**src/hw/rtl/assert_macros.svh**
```systemverilog
// Assertion macros shared by the cache RTL; define NO_ASSERTIONS to drop them.
`ifndef ASSERT_MACROS_SVH
`define ASSERT_MACROS_SVH

`ifndef NO_ASSERTIONS

// Check that a condition holds at every clock edge out of reset.
`define ASSERT_ALWAYS(label, expr, msg) \
    label: assert property (@(posedge clk) disable iff (!rst_n) (expr)) else $error(msg);

// Check that a condition implies another in the same cycle.
`define ASSERT_IMPLY(label, pre, post, msg) \
    label: assert property (@(posedge clk) disable iff (!rst_n) (pre) |-> (post)) else $error(msg);

// Check that a condition implies another in the next cycle.
`define ASSERT_NEXT(label, pre, post, msg) \
    label: assert property (@(posedge clk) disable iff (!rst_n) (pre) |=> (post)) else $error(msg);

`else

`define ASSERT_ALWAYS(label, expr, msg)
`define ASSERT_IMPLY(label, pre, post, msg)
`define ASSERT_NEXT(label, pre, post, msg)

`endif

`endif

```
**src/hw/rtl/lkv_pkg.sv**
```systemverilog
// Types and constants shared by the LRU key/value cache modules.
package lkv_pkg;

    // Request codes
    localparam logic [1:0] REQ_GET      = 2'd0;
    localparam logic [1:0] REQ_PUT      = 2'd1;
    localparam logic [1:0] REQ_CONTAINS = 2'd2;
    localparam logic [1:0] REQ_CLEAR    = 2'd3;

    // Configuration register
    localparam int         CAP_W      = 5;
    localparam logic [4:0] CAP_RESET  = 5'd16;
    localparam int         APB_DATA_W = 32;
    localparam int         APB_ADDR_W = 3;
    localparam logic       REG_CAPACITY = 1'b0;   // word index of the capacity register

    // Update command broadcast to every cell
    typedef struct packed {
        logic apply;    // commit the request this cycle
        logic shift;    // cells marked by the probe load from their left neighbor
        logic evict;    // the last valid entry drops out of the row
        logic clear;    // invalidate every cell
    } lkv_ctrl_t;

    // Probe token handed from cell to cell
    typedef struct packed {
        logic live;     // token present at this stage
        logic found;    // key matched in an earlier cell
    } lkv_tok_t;

endpackage

```
**src/hw/rtl/lru_key_value_cache.sv**
```systemverilog
// Top level of the fully associative LRU key/value cache: request control, APB register, cell row.
//
// The entries sit in a row of ENTRIES cells ordered by recency, the most recent in cell 0 and
// the valid entries packed from cell 0 up. A get, put or contains sends a probe token down the
// row one cell per cycle; each cell compares its own key, and the token collects the hit value,
// the key of the last valid entry, and marks the cells that must move. When the token leaves
// the last cell the result is captured; then, on a get hit or a put, every marked cell loads
// its left neighbor at once while cell 0 takes the requested entry, in the same cycle as the
// result enters the output register. A request is taken only while the cache is idle, so the
// next one waits until the previous result has entered the output register. A clear skips the
// probe and goes straight to the update and its result. A result that is not taken holds the
// update back until the output register is free. There is no clearing pass; reset clears the
// valid flags directly.
module lru_key_value_cache #(
    parameter int ENTRIES    = 16,
    parameter int KEY_BITS   = 32,
    parameter int VALUE_BITS = 32,
    localparam int CNT_W     = $clog2(ENTRIES + 1)
) (
    input  logic                            clk,
    input  logic                            rst_n,
    // APB register port
    input  logic                            psel,
    input  logic                            penable,
    input  logic                            pwrite,
    input  logic [lkv_pkg::APB_ADDR_W-1:0]  paddr,
    input  logic [lkv_pkg::APB_DATA_W-1:0]  pwdata,
    output logic [lkv_pkg::APB_DATA_W-1:0]  prdata,
    output logic                            pready,
    // request channel
    input  logic                            in_valid,
    output logic                            in_ready,
    input  logic [1:0]                      req_type,
    input  logic [KEY_BITS-1:0]             key,
    input  logic [VALUE_BITS-1:0]           value,
    // result channel
    output logic                            out_valid,
    input  logic                            out_ready,
    output logic                            hit,
    output logic [VALUE_BITS-1:0]           value_out,
    output logic                            evicted,
    output logic [KEY_BITS-1:0]             evicted_key,
    output logic [CNT_W-1:0]                occupancy
);

    `include "assert_macros.svh"

    localparam int CMP_W = (CNT_W > lkv_pkg::CAP_W) ? CNT_W : lkv_pkg::CAP_W;

    localparam logic [1:0] S_IDLE = 2'd0;
    localparam logic [1:0] S_SCAN = 2'd1;
    localparam logic [1:0] S_DONE = 2'd2;

    logic [1:0]                    state_reg, state_next;
    logic [1:0]                    op_reg;
    logic [KEY_BITS-1:0]           key_reg;
    logic [VALUE_BITS-1:0]         value_reg;
    logic                          start_reg;
    logic                          found_reg;
    logic [VALUE_BITS-1:0]         fval_reg;
    logic [KEY_BITS-1:0]           lkey_reg;
    logic [CNT_W-1:0]              count_reg, count_next;
    logic [lkv_pkg::CAP_W-1:0]     capacity_reg;

    logic                          out_valid_reg;
    logic                          hit_reg;
    logic [VALUE_BITS-1:0]         value_out_reg;
    logic                          evicted_reg;
    logic [KEY_BITS-1:0]           evicted_key_reg;
    logic [CNT_W-1:0]              occupancy_reg;

    logic                          in_xfer;
    logic                          emit;
    logic                          is_get;
    logic                          is_put;
    logic                          is_clear;
    logic [CMP_W-1:0]              cap_ext;
    logic [CMP_W-1:0]              cap_eff;
    logic                          full;
    logic [VALUE_BITS-1:0]         front_value;
    lkv_pkg::lkv_ctrl_t            ctrl;

    logic [ENTRIES-1:0]            cell_valid;
    logic [KEY_BITS-1:0]           cell_key   [ENTRIES];
    logic [VALUE_BITS-1:0]         cell_value [ENTRIES];
    lkv_pkg::lkv_tok_t             tok        [ENTRIES];
    logic [VALUE_BITS-1:0]         tok_value  [ENTRIES];
    logic [KEY_BITS-1:0]           tok_key    [ENTRIES];
    lkv_pkg::lkv_tok_t             tok_last;

    // APB register: always ready, capacity at word 0
    assign pready = 1'b1;
    assign prdata = (paddr[2] == lkv_pkg::REG_CAPACITY)
                  ? {{(lkv_pkg::APB_DATA_W - lkv_pkg::CAP_W){1'b0}}, capacity_reg}
                  : '0;

    always_ff @(posedge clk or negedge rst_n)
    begin
        if (!rst_n)
        begin
            capacity_reg <= lkv_pkg::CAP_RESET;
        end
        else if (psel && penable && pwrite && pready && (paddr[2] == lkv_pkg::REG_CAPACITY))
        begin
            capacity_reg <= pwdata[lkv_pkg::CAP_W-1:0];
        end
    end

    // Saturate the capacity to the span of the row; a capacity of 0 counts as 1
    always_comb
    begin
        cap_ext = CMP_W'(capacity_reg);
        priority if (cap_ext == '0)
        begin
            cap_eff = CMP_W'(1);
        end
        else if (cap_ext > CMP_W'(ENTRIES))
        begin
            cap_eff = CMP_W'(ENTRIES);
        end
        else
        begin
            cap_eff = cap_ext;
        end
    end

    assign full = CMP_W'(count_reg) >= cap_eff;

    // Decode the held request
    assign is_get   = (op_reg == lkv_pkg::REQ_GET);
    assign is_put   = (op_reg == lkv_pkg::REQ_PUT);
    assign is_clear = (op_reg == lkv_pkg::REQ_CLEAR);

    assign in_ready = (state_reg == S_IDLE);
    assign in_xfer  = in_valid && in_ready;
    assign emit     = (state_reg == S_DONE) && (!out_valid_reg || out_ready);
    assign tok_last = tok[ENTRIES-1];

    // Update command for the row
    always_comb
    begin
        ctrl.apply = emit;
        ctrl.clear = is_clear;
        ctrl.shift = (is_get && found_reg) || is_put;
        ctrl.evict = is_put && !found_reg && full;
    end

    assign front_value = is_put ? value_reg : fval_reg;

    // Sequence a request: probe (skipped for a clear), then update and emit
    always_comb
    begin
        state_next = state_reg;
        unique case (state_reg)
            S_IDLE:
            begin
                if (in_xfer)
                begin
                    state_next = (req_type == lkv_pkg::REQ_CLEAR) ? S_DONE : S_SCAN;
                end
            end
            S_SCAN:
            begin
                if (tok_last.live)
                begin
                    state_next = S_DONE;
                end
            end
            S_DONE:
            begin
                if (emit)
                begin
                    state_next = S_IDLE;
                end
            end
            default:
            begin
                state_next = S_IDLE;
            end
        endcase
    end

    // Next occupancy
    always_comb
    begin
        count_next = count_reg;
        priority if (is_clear)
        begin
            count_next = '0;
        end
        else if (is_put && !found_reg && !full)
        begin
            count_next = count_reg + CNT_W'(1);
        end
    end

    always_ff @(posedge clk or negedge rst_n)
    begin
        if (!rst_n)
        begin
            state_reg <= S_IDLE;
            start_reg <= 1'b0;
            count_reg <= '0;
        end
        else
        begin
            state_reg <= state_next;
            start_reg <= in_xfer && (req_type != lkv_pkg::REQ_CLEAR);
            if (emit)
            begin
                count_reg <= count_next;
            end
        end
    end

    // Hold the request and capture the probe result
    always_ff @(posedge clk)
    begin
        if (in_xfer)
        begin
            op_reg    <= req_type;
            key_reg   <= key;
            value_reg <= value;
            found_reg <= 1'b0;
        end
        else if ((state_reg == S_SCAN) && tok_last.live)
        begin
            found_reg <= tok_last.found;
            fval_reg  <= tok_value[ENTRIES-1];
            lkey_reg  <= tok_key[ENTRIES-1];
        end
    end

    // Output register
    always_ff @(posedge clk or negedge rst_n)
    begin
        if (!rst_n)
        begin
            out_valid_reg <= 1'b0;
        end
        else if (emit)
        begin
            out_valid_reg <= 1'b1;
        end
        else if (out_ready)
        begin
            out_valid_reg <= 1'b0;
        end
    end

    always_ff @(posedge clk)
    begin
        if (emit)
        begin
            hit_reg         <= !is_clear && found_reg;
            value_out_reg   <= (is_get && found_reg) ? fval_reg : '0;
            evicted_reg     <= ctrl.evict;
            evicted_key_reg <= ctrl.evict ? lkey_reg : '0;
            occupancy_reg   <= count_next;
        end
    end

    assign out_valid   = out_valid_reg;
    assign hit         = hit_reg;
    assign value_out   = value_out_reg;
    assign evicted     = evicted_reg;
    assign evicted_key = evicted_key_reg;
    assign occupancy   = occupancy_reg;

    // Row of cells, most recent entry first
    for (genvar i = 0; i < ENTRIES; i++)
    begin : g_cell
        logic                  left_valid;
        logic [KEY_BITS-1:0]   left_key;
        logic [VALUE_BITS-1:0] left_value;
        lkv_pkg::lkv_tok_t     tok_in;
        logic [VALUE_BITS-1:0] tok_in_value;
        logic [KEY_BITS-1:0]   tok_in_key;

        if (i == 0)
        begin : g_head
            assign left_valid   = 1'b1;
            assign left_key     = key_reg;
            assign left_value   = front_value;
            assign tok_in.live  = start_reg;
            assign tok_in.found = 1'b0;
            assign tok_in_value = '0;
            assign tok_in_key   = '0;
        end
        else
        begin : g_body
            assign left_valid   = cell_valid[i-1];
            assign left_key     = cell_key[i-1];
            assign left_value   = cell_value[i-1];
            assign tok_in       = tok[i-1];
            assign tok_in_value = tok_value[i-1];
            assign tok_in_key   = tok_key[i-1];
        end

        lkv_cell #(
            .KEY_BITS   (KEY_BITS),
            .VALUE_BITS (VALUE_BITS)
        ) u_cell (
            .clk          (clk),
            .rst_n        (rst_n),
            .ctrl         (ctrl),
            .req_key      (key_reg),
            .left_valid   (left_valid),
            .left_key     (left_key),
            .left_value   (left_value),
            .tok_in       (tok_in),
            .tok_in_value (tok_in_value),
            .tok_in_key   (tok_in_key),
            .cell_valid   (cell_valid[i]),
            .cell_key     (cell_key[i]),
            .cell_value   (cell_value[i]),
            .tok_out      (tok[i]),
            .tok_out_value(tok_value[i]),
            .tok_out_key  (tok_key[i])
        );
    end

    // The number of valid cells matches the occupancy
    `ASSERT_ALWAYS(a_count_matches_valid, $countones(cell_valid) == count_reg, "occupancy differs from valid cells")
    // The probe leaves the row only while a request is being looked up
    `ASSERT_IMPLY(a_probe_in_scan, tok_last.live, state_reg == S_SCAN, "probe left the row outside a lookup")
    // An update never overwrites a result that is still waiting
    `ASSERT_IMPLY(a_emit_free, ctrl.apply, !out_valid_reg || out_ready, "result overwritten before transfer")
    // An eviction keeps the occupancy unchanged
    `ASSERT_NEXT(a_evict_keeps_count, ctrl.apply && ctrl.evict, count_reg == $past(count_reg), "eviction changed the occupancy")

endmodule

```
**src/hw/rtl/lkv_cell.sv**
```systemverilog
// One entry of the recency-ordered row: holds a key/value pair and passes the probe on.
module lkv_cell #(
    parameter int KEY_BITS   = 32,
    parameter int VALUE_BITS = 32
) (
    input  logic                  clk,
    input  logic                  rst_n,
    input  lkv_pkg::lkv_ctrl_t    ctrl,
    input  logic [KEY_BITS-1:0]   req_key,
    // entry of the next more recent position
    input  logic                  left_valid,
    input  logic [KEY_BITS-1:0]   left_key,
    input  logic [VALUE_BITS-1:0] left_value,
    // probe from the left neighbor
    input  lkv_pkg::lkv_tok_t     tok_in,
    input  logic [VALUE_BITS-1:0] tok_in_value,
    input  logic [KEY_BITS-1:0]   tok_in_key,
    // own entry
    output logic                  cell_valid,
    output logic [KEY_BITS-1:0]   cell_key,
    output logic [VALUE_BITS-1:0] cell_value,
    // probe to the right neighbor
    output lkv_pkg::lkv_tok_t     tok_out,
    output logic [VALUE_BITS-1:0] tok_out_value,
    output logic [KEY_BITS-1:0]   tok_out_key
);

    logic                  valid_reg;
    logic [KEY_BITS-1:0]   key_reg;
    logic [VALUE_BITS-1:0] value_reg;
    logic                  shift_reg;
    lkv_pkg::lkv_tok_t     tok_reg;
    logic [VALUE_BITS-1:0] tok_value_reg;
    logic [KEY_BITS-1:0]   tok_key_reg;
    logic                  match;
    logic                  load;

    assign match = valid_reg && (key_reg == req_key);
    assign load  = ctrl.apply && ctrl.shift && shift_reg;

    // Advance the probe and mark whether this cell moves on update
    always_ff @(posedge clk or negedge rst_n)
    begin
        if (!rst_n)
        begin
            tok_reg   <= '0;
            shift_reg <= 1'b0;
        end
        else
        begin
            tok_reg.live  <= tok_in.live;
            tok_reg.found <= tok_in.live && (tok_in.found || match);
            if (tok_in.live)
            begin
                shift_reg <= !tok_in.found;
            end
        end
    end

    // Carry the hit value and the key of the last valid entry
    always_ff @(posedge clk)
    begin
        if (tok_in.live)
        begin
            tok_value_reg <= match ? value_reg : tok_in_value;
            tok_key_reg   <= valid_reg ? key_reg : tok_in_key;
        end
    end

    // Update the valid flag; drop the entry that falls past the old last one
    always_ff @(posedge clk or negedge rst_n)
    begin
        if (!rst_n)
        begin
            valid_reg <= 1'b0;
        end
        else if (ctrl.apply && ctrl.clear)
        begin
            valid_reg <= 1'b0;
        end
        else if (load)
        begin
            valid_reg <= left_valid && !(ctrl.evict && !valid_reg);
        end
    end

    // Take the neighbor's entry on a shift
    always_ff @(posedge clk)
    begin
        if (load)
        begin
            key_reg   <= left_key;
            value_reg <= left_value;
        end
    end

    assign cell_valid    = valid_reg;
    assign cell_key      = key_reg;
    assign cell_value    = value_reg;
    assign tok_out       = tok_reg;
    assign tok_out_value = tok_value_reg;
    assign tok_out_key   = tok_key_reg;

endmodule

```
**config.mk**
```make
export PLATFORM = sky130hd
export DESIGN_NAME = lru_key_value_cache
export DESIGN_NICKNAME = d
export VERILOG_FILES = /design/src/hw/rtl/lkv_pkg.sv /design/src/hw/rtl/lru_key_value_cache.sv /design/src/hw/rtl/lkv_cell.sv
export VERILOG_INCLUDE_DIRS = /design/src /design/src/hw/rtl
export SDC_FILE = /design/constraint.sdc
export NUM_CORES = 2
export LEC_CHECK = 0
export BUFFER_PORTS_ARGS = -buffer_cell sky130_fd_sc_hd__buf_2
export CORE_MARGIN = 5
export CORE_UTILIZATION = 60
export DETAILED_ROUTE_END_ITERATION = 8
export GPL_TIMING_DRIVEN = 0
export PLACE_DENSITY = 0.87
export RECOVER_POWER = 50
export SLEW_MARGIN = 20
export SYNTH_ARGS = -nofsm -noshare
export SYNTH_HDL_FRONTEND = slang
export SYNTH_HIERARCHICAL = 1
export SYNTH_SLANG_ARGS = --single-unit
export TNS_END_PERCENT = 20
```
**constraint.sdc**
```tcl
create_clock -name clk -period 10.7 [get_ports clk]
set_input_delay 1.605 -clock clk [delete_from_list [all_inputs] [get_ports clk]]
set_output_delay 1.605 -clock clk [all_outputs]
set_load 0.01 [all_outputs]
```
# == After elaboration in Yosys (flattened, before gate mapping) ==
# Cells that the tools add are included.
# Widths: inputs -> output; s select.
# op_classes
n_addsub,1
multipliers,0
div_mod_pow,0
order_cmp,2
eq_ne,25
shifts,0
muxes,75
n_bitwise,2
reduce_logical,183
# op_table
operator,count
$mux 32,31
$eq 32x32->1,16
$logic_and 1x1->1,93
$logic_not 1->1,51
$mux 1,34
$reduce_bool 2->1,17
$mux 5,5
$logic_or 1x1->1,17
$mux 2,4
$eq 2x2->1 const B,3
$pmux 2 s3,1
$add 5x1->5 const B,1
$ge 5x5->1,1
$gt 5x5->1 const B,1
$logic_not 5->1,1
$eq 2x1->1 const B,2
$logic_not 2->1,2
$ne 2x1->1 const B,2
$ne 2x2->1 const B,2
$reduce_and 3->1,1
$not 1->1,2
$reduce_and 2->1,1
# word_totals
register_bits,2328
latch_bits,0
ram_bits,0
rom_bits,0
wordCells,432
memories,0

# == Longest topological paths before layout ==
# depth
word_depth,10
ltp_mapped,12
depth_no_buf,11

# == By module ==
# Netlist, hierarchy kept.
# modules_own_cells
mod,n_inst,cells_each,area_per_inst_um2,seq_area_each_um2
lkv_cell,16,256,5232.5,3943.8
lru_key_value_cache,1,449,8086.5,6407.4

# == Worst setup path after synthesis ==
# OpenSTA, ideal clock, no wires.
# synth_path
kind,input to register
startpoint,input port out_ready
endpoint,register g_cell[0].u_cell.valid_reg
setup_ns,0.122
arrival_ns,5.830
path_slack_ns,4.748
path_stages,6
path_buffers,0
cell_sequence,nand2b_1 -> nand2b_1 -> inv_1 -> and3_1 -> a21oi_1 -> a221oi_1
# synth_rtl
item,line_no,text
from (decl),lru_key_value_cache.sv:38,"input logic out_ready,"
to (signal assigned),lkv_cell.sv:83,valid_reg <= left_valid && !(ctrl.evict && !valid_reg);
to (decl),lkv_cell.sv:28,logic valid_reg;

==> qor.yml <==
run_status:
  outcome: "finished with violations"
  failed_checks: "capacitance limit, slew limit"
route:
  drt_first_pass_iters: 6
  wl_per_cell_um: 28.66
  wl_mm: 208.3
  drt_iter0_markers: 5429
  drc: 0
  dr_total_vias: 44010
  ant_nets: 0
  vias_per_cell: 6.055
grt:
  grt_pass1_vias: 46000
  antenna_found_initial: 15
  grt_usage_pct: 24.46
  grt_start_max_net_pins: 63
  overflow: 0
  grt_pass1_wl_mm: 297.7
clock_tree:
  root_buffer: "clkbuf_16"
  htree_levels: 4
  postCtsHoldBufs: 0
  clk_latency_ns: 0.83
  clock_path_buffers: 3
  path_clk_slew_ns: 0.07
  cts_tree: "yes"
  numCtsBuffers: 201
  post_cts_resized: 0
  post-cts-setup-buffers: 0
  numClockSinks: 2328
sta:
  rsz0062_at_grt: "no"
  setup_violations: 0
  finalCritPeriodShare_pct: 55.11
  timing.final.hold_violations: 0
  min_period_ns: 5.897
  fmax_ghz: 0.1696
  tightest_slew_ns: 4.275
  fin_skew_ns: 0.02877
  fin_setup_tns_ns: 0
  slew-limit-headroom_pct: -185.0
  finalMaxSlewViolations: 817
layout:
  drive_gt1_share_pct: 31.22
  nets: 5180
  area_growth_syn_to_layout_pct: 11.70
  final_common_cell: "edfxtp_1"
  final_cell_mix: "edfxtp_1, mux2_2, mux2_4, xnor2_1, clkbuf_16"
  design_area_mm2: 0.1025
  n_fill_cell: 8305
worst_setup_path:
  cp_cell_sequence: "clkbuf_1 -> clkbuf_1"
  worst_setup_path_start_kind: "input pin"
  cpPeakStageDelay_ns: 3.01
  critPathKind: "input pin to async pin"
  path_common_cell: "clkbuf_1"
  cp_top_family: "buffers and inverters"
  required_ns: 10.63
  critPathSlowestCell: "clkbuf_1"
  critPathBufInv: 2
  cp-end-kind: "async pin"
  arrival_ns: 5.83
  crit_fanout: 62
placed_design:
  routabilityCongestion: 0.8319
  io_buffer_count: 156
  hpwl_mm: 118.4
  placed_area_mm2: 0.09642
die:
  die_area_mm2: 0.1609
  start_util_pct: 60.37
  design.core.area_mm2: 0.1521
  fp-row-count: 143
  die_w_um: 401.2
  die_h_um: 401.2
  ios: 214
logic_synthesis:
  synthArstFlopShare_pct: 3.351
  postSynthAreaPerCell_um2: 20.20
  synth_enable_flop_cells: 2249
  syn_inst: 4545
  seq_area_frac_synth_pct: 75.71
  synth_cell_types: 51
  syn-cell-area_mm2: 0.09181
  ys_ff_latch: 2328
  synthFlopType: "edfxtp_1"
  yosysWarnings: 6
power:
  power_density_mw_per_mm2: 207.1
  leakagePower_nw: 35.15
  peakVddDrop_mv: 0.1442
run:
  maxCapViolCount: 25
hold_path:
  min_path_type: "flop to flop"
-- cell usage after synthesis, types with 4 or more instances --
| master | n | share of area (%) |
|---|---|---|
| a21boi_0 | 16 | 0.13 |
| a21oi_1 | 35 | 0.19 |
| a221oi_1 | 16 | 0.15 |
| and2_1 | 66 | 0.45 |
| and3_1 | 18 | 0.12 |
| buf_2 | 4 | 0.022 |
| buf_4 | 28 | 0.23 |
| buf_6 | 48 | 0.59 |
| clkbuf_1 | 70 | 0.29 |
| dfrtp_1 | 77 | 2.1 |
| edfxtp_1 | 2249 | 74 |
| ha_1 | 6 | 0.082 |
| inv_1 | 53 | 0.22 |
| mux2_2 | 597 | 7.3 |
| mux2_4 | 464 | 7.6 |
| nand2_1 | 31 | 0.13 |
| nand2b_1 | 5 | 0.034 |
| nand3_1 | 18 | 0.098 |
| nand4_1 | 80 | 0.55 |
| nand4_2 | 16 | 0.22 |
| nor2_1 | 28 | 0.11 |
| nor2b_1 | 6 | 0.041 |
| nor3_1 | 18 | 0.098 |
| nor4_1 | 32 | 0.22 |
| nor4_2 | 16 | 0.22 |
| o21ai_1 | 4 | 0.022 |
| xnor2_1 | 385 | 3.7 |
| xor2_1 | 128 | 1.2 |
-- kinds of logic after synthesis --
logic type | synth area share (%)
mux | 14.95
simple gates | 2.380
fa+ha+maj | 0.08177
xor+xnor | 4.894
flops | 75.71
other cells | 0.008180
buf+inv | 1.347
compound gates | 0.6324
-- path summary, 6_finish.rpt --
path | from | end | slack, ns | depth (start not counted)
max | rst_n | g_cell[0].u_cell/tok_out[0]$_DFF_PN0_ | 4.80 | 2
min | g_cell[15].u_cell/tok_out_key[4]$_DFFE_PP_ | lkey_reg[4]$_DFFE_PP_ | 0.41 | 0
max reg2reg | g_cell[0].left_key[16]$_DFFE_PP_ | g_cell[6].u_cell/tok_out_value[18]$_DFFE_PP_ | 6.72 | 7
min reg2reg | g_cell[15].u_cell/tok_out_key[4]$_DFFE_PP_ | lkey_reg[4]$_DFFE_PP_ | 0.41 | 0
max in group clk | g_cell[0].left_key[16]$_DFFE_PP_ | g_cell[6].u_cell/tok_out_value[18]$_DFFE_PP_ | 6.72 | 7
min in group asynchronous | rst_n | g_cell[8].u_cell/cell_valid$_DFFE_PN0P_ | 1.12 | 1
-- cell type report --
class	count	area (µm²)	share of cell area, %
inverter	54	209.0	0.2038
tap	2030	2540	2.477
clock buffer	274	5574	5.436
sequential	2328	69510	67.78
multi-input combinational	2106	21500	20.96
clock inverter	97	797.0	0.7772
timing repair buffer	225	1376	1.342
antenna	4	10.01	0.009761
buffer	150	1033	1.008
-- routing by layer --
| metal | vias up | GRT usage, % | routed length, µm |
|---|---|---|---|
| li1 | 18460 | - | - |
| met1 | 22350 | 30.82 | 73460 |
| met2 | 2693 | 43.14 | 110000 |
| met3 | 510 | 3.800 | 16280 |
| met4 | 0 | 9.288 | 8551 |
| met5 | - | 0 | 0 |
-- where the power goes --
part           total, mW  switching, mW  internal, mW
logic               2.64           1.44          1.20
registers           11.3          0.473          10.9
clock network       7.26           3.28          3.98
total               21.2           5.20          16.0
-- metrics by stage --
stage	hold slack [ns]	setup WS [ns]	util (%)	total power, mW	instances
floorplan	0.4003	4.748	-	13.10	4638
global placement	0.4005	2.701	62.78	13.69	6824
detailed placement	0.4045	6.481	63.40	13.89	6863
CTS	0.4110	7.038	67.59	21.12	7234
global route	0.4224	4.236	67.42	21.81	7264
finish	0.4141	4.803	67.43	21.24	7268
No activity file was read; power rests on OpenSTA's default activity.
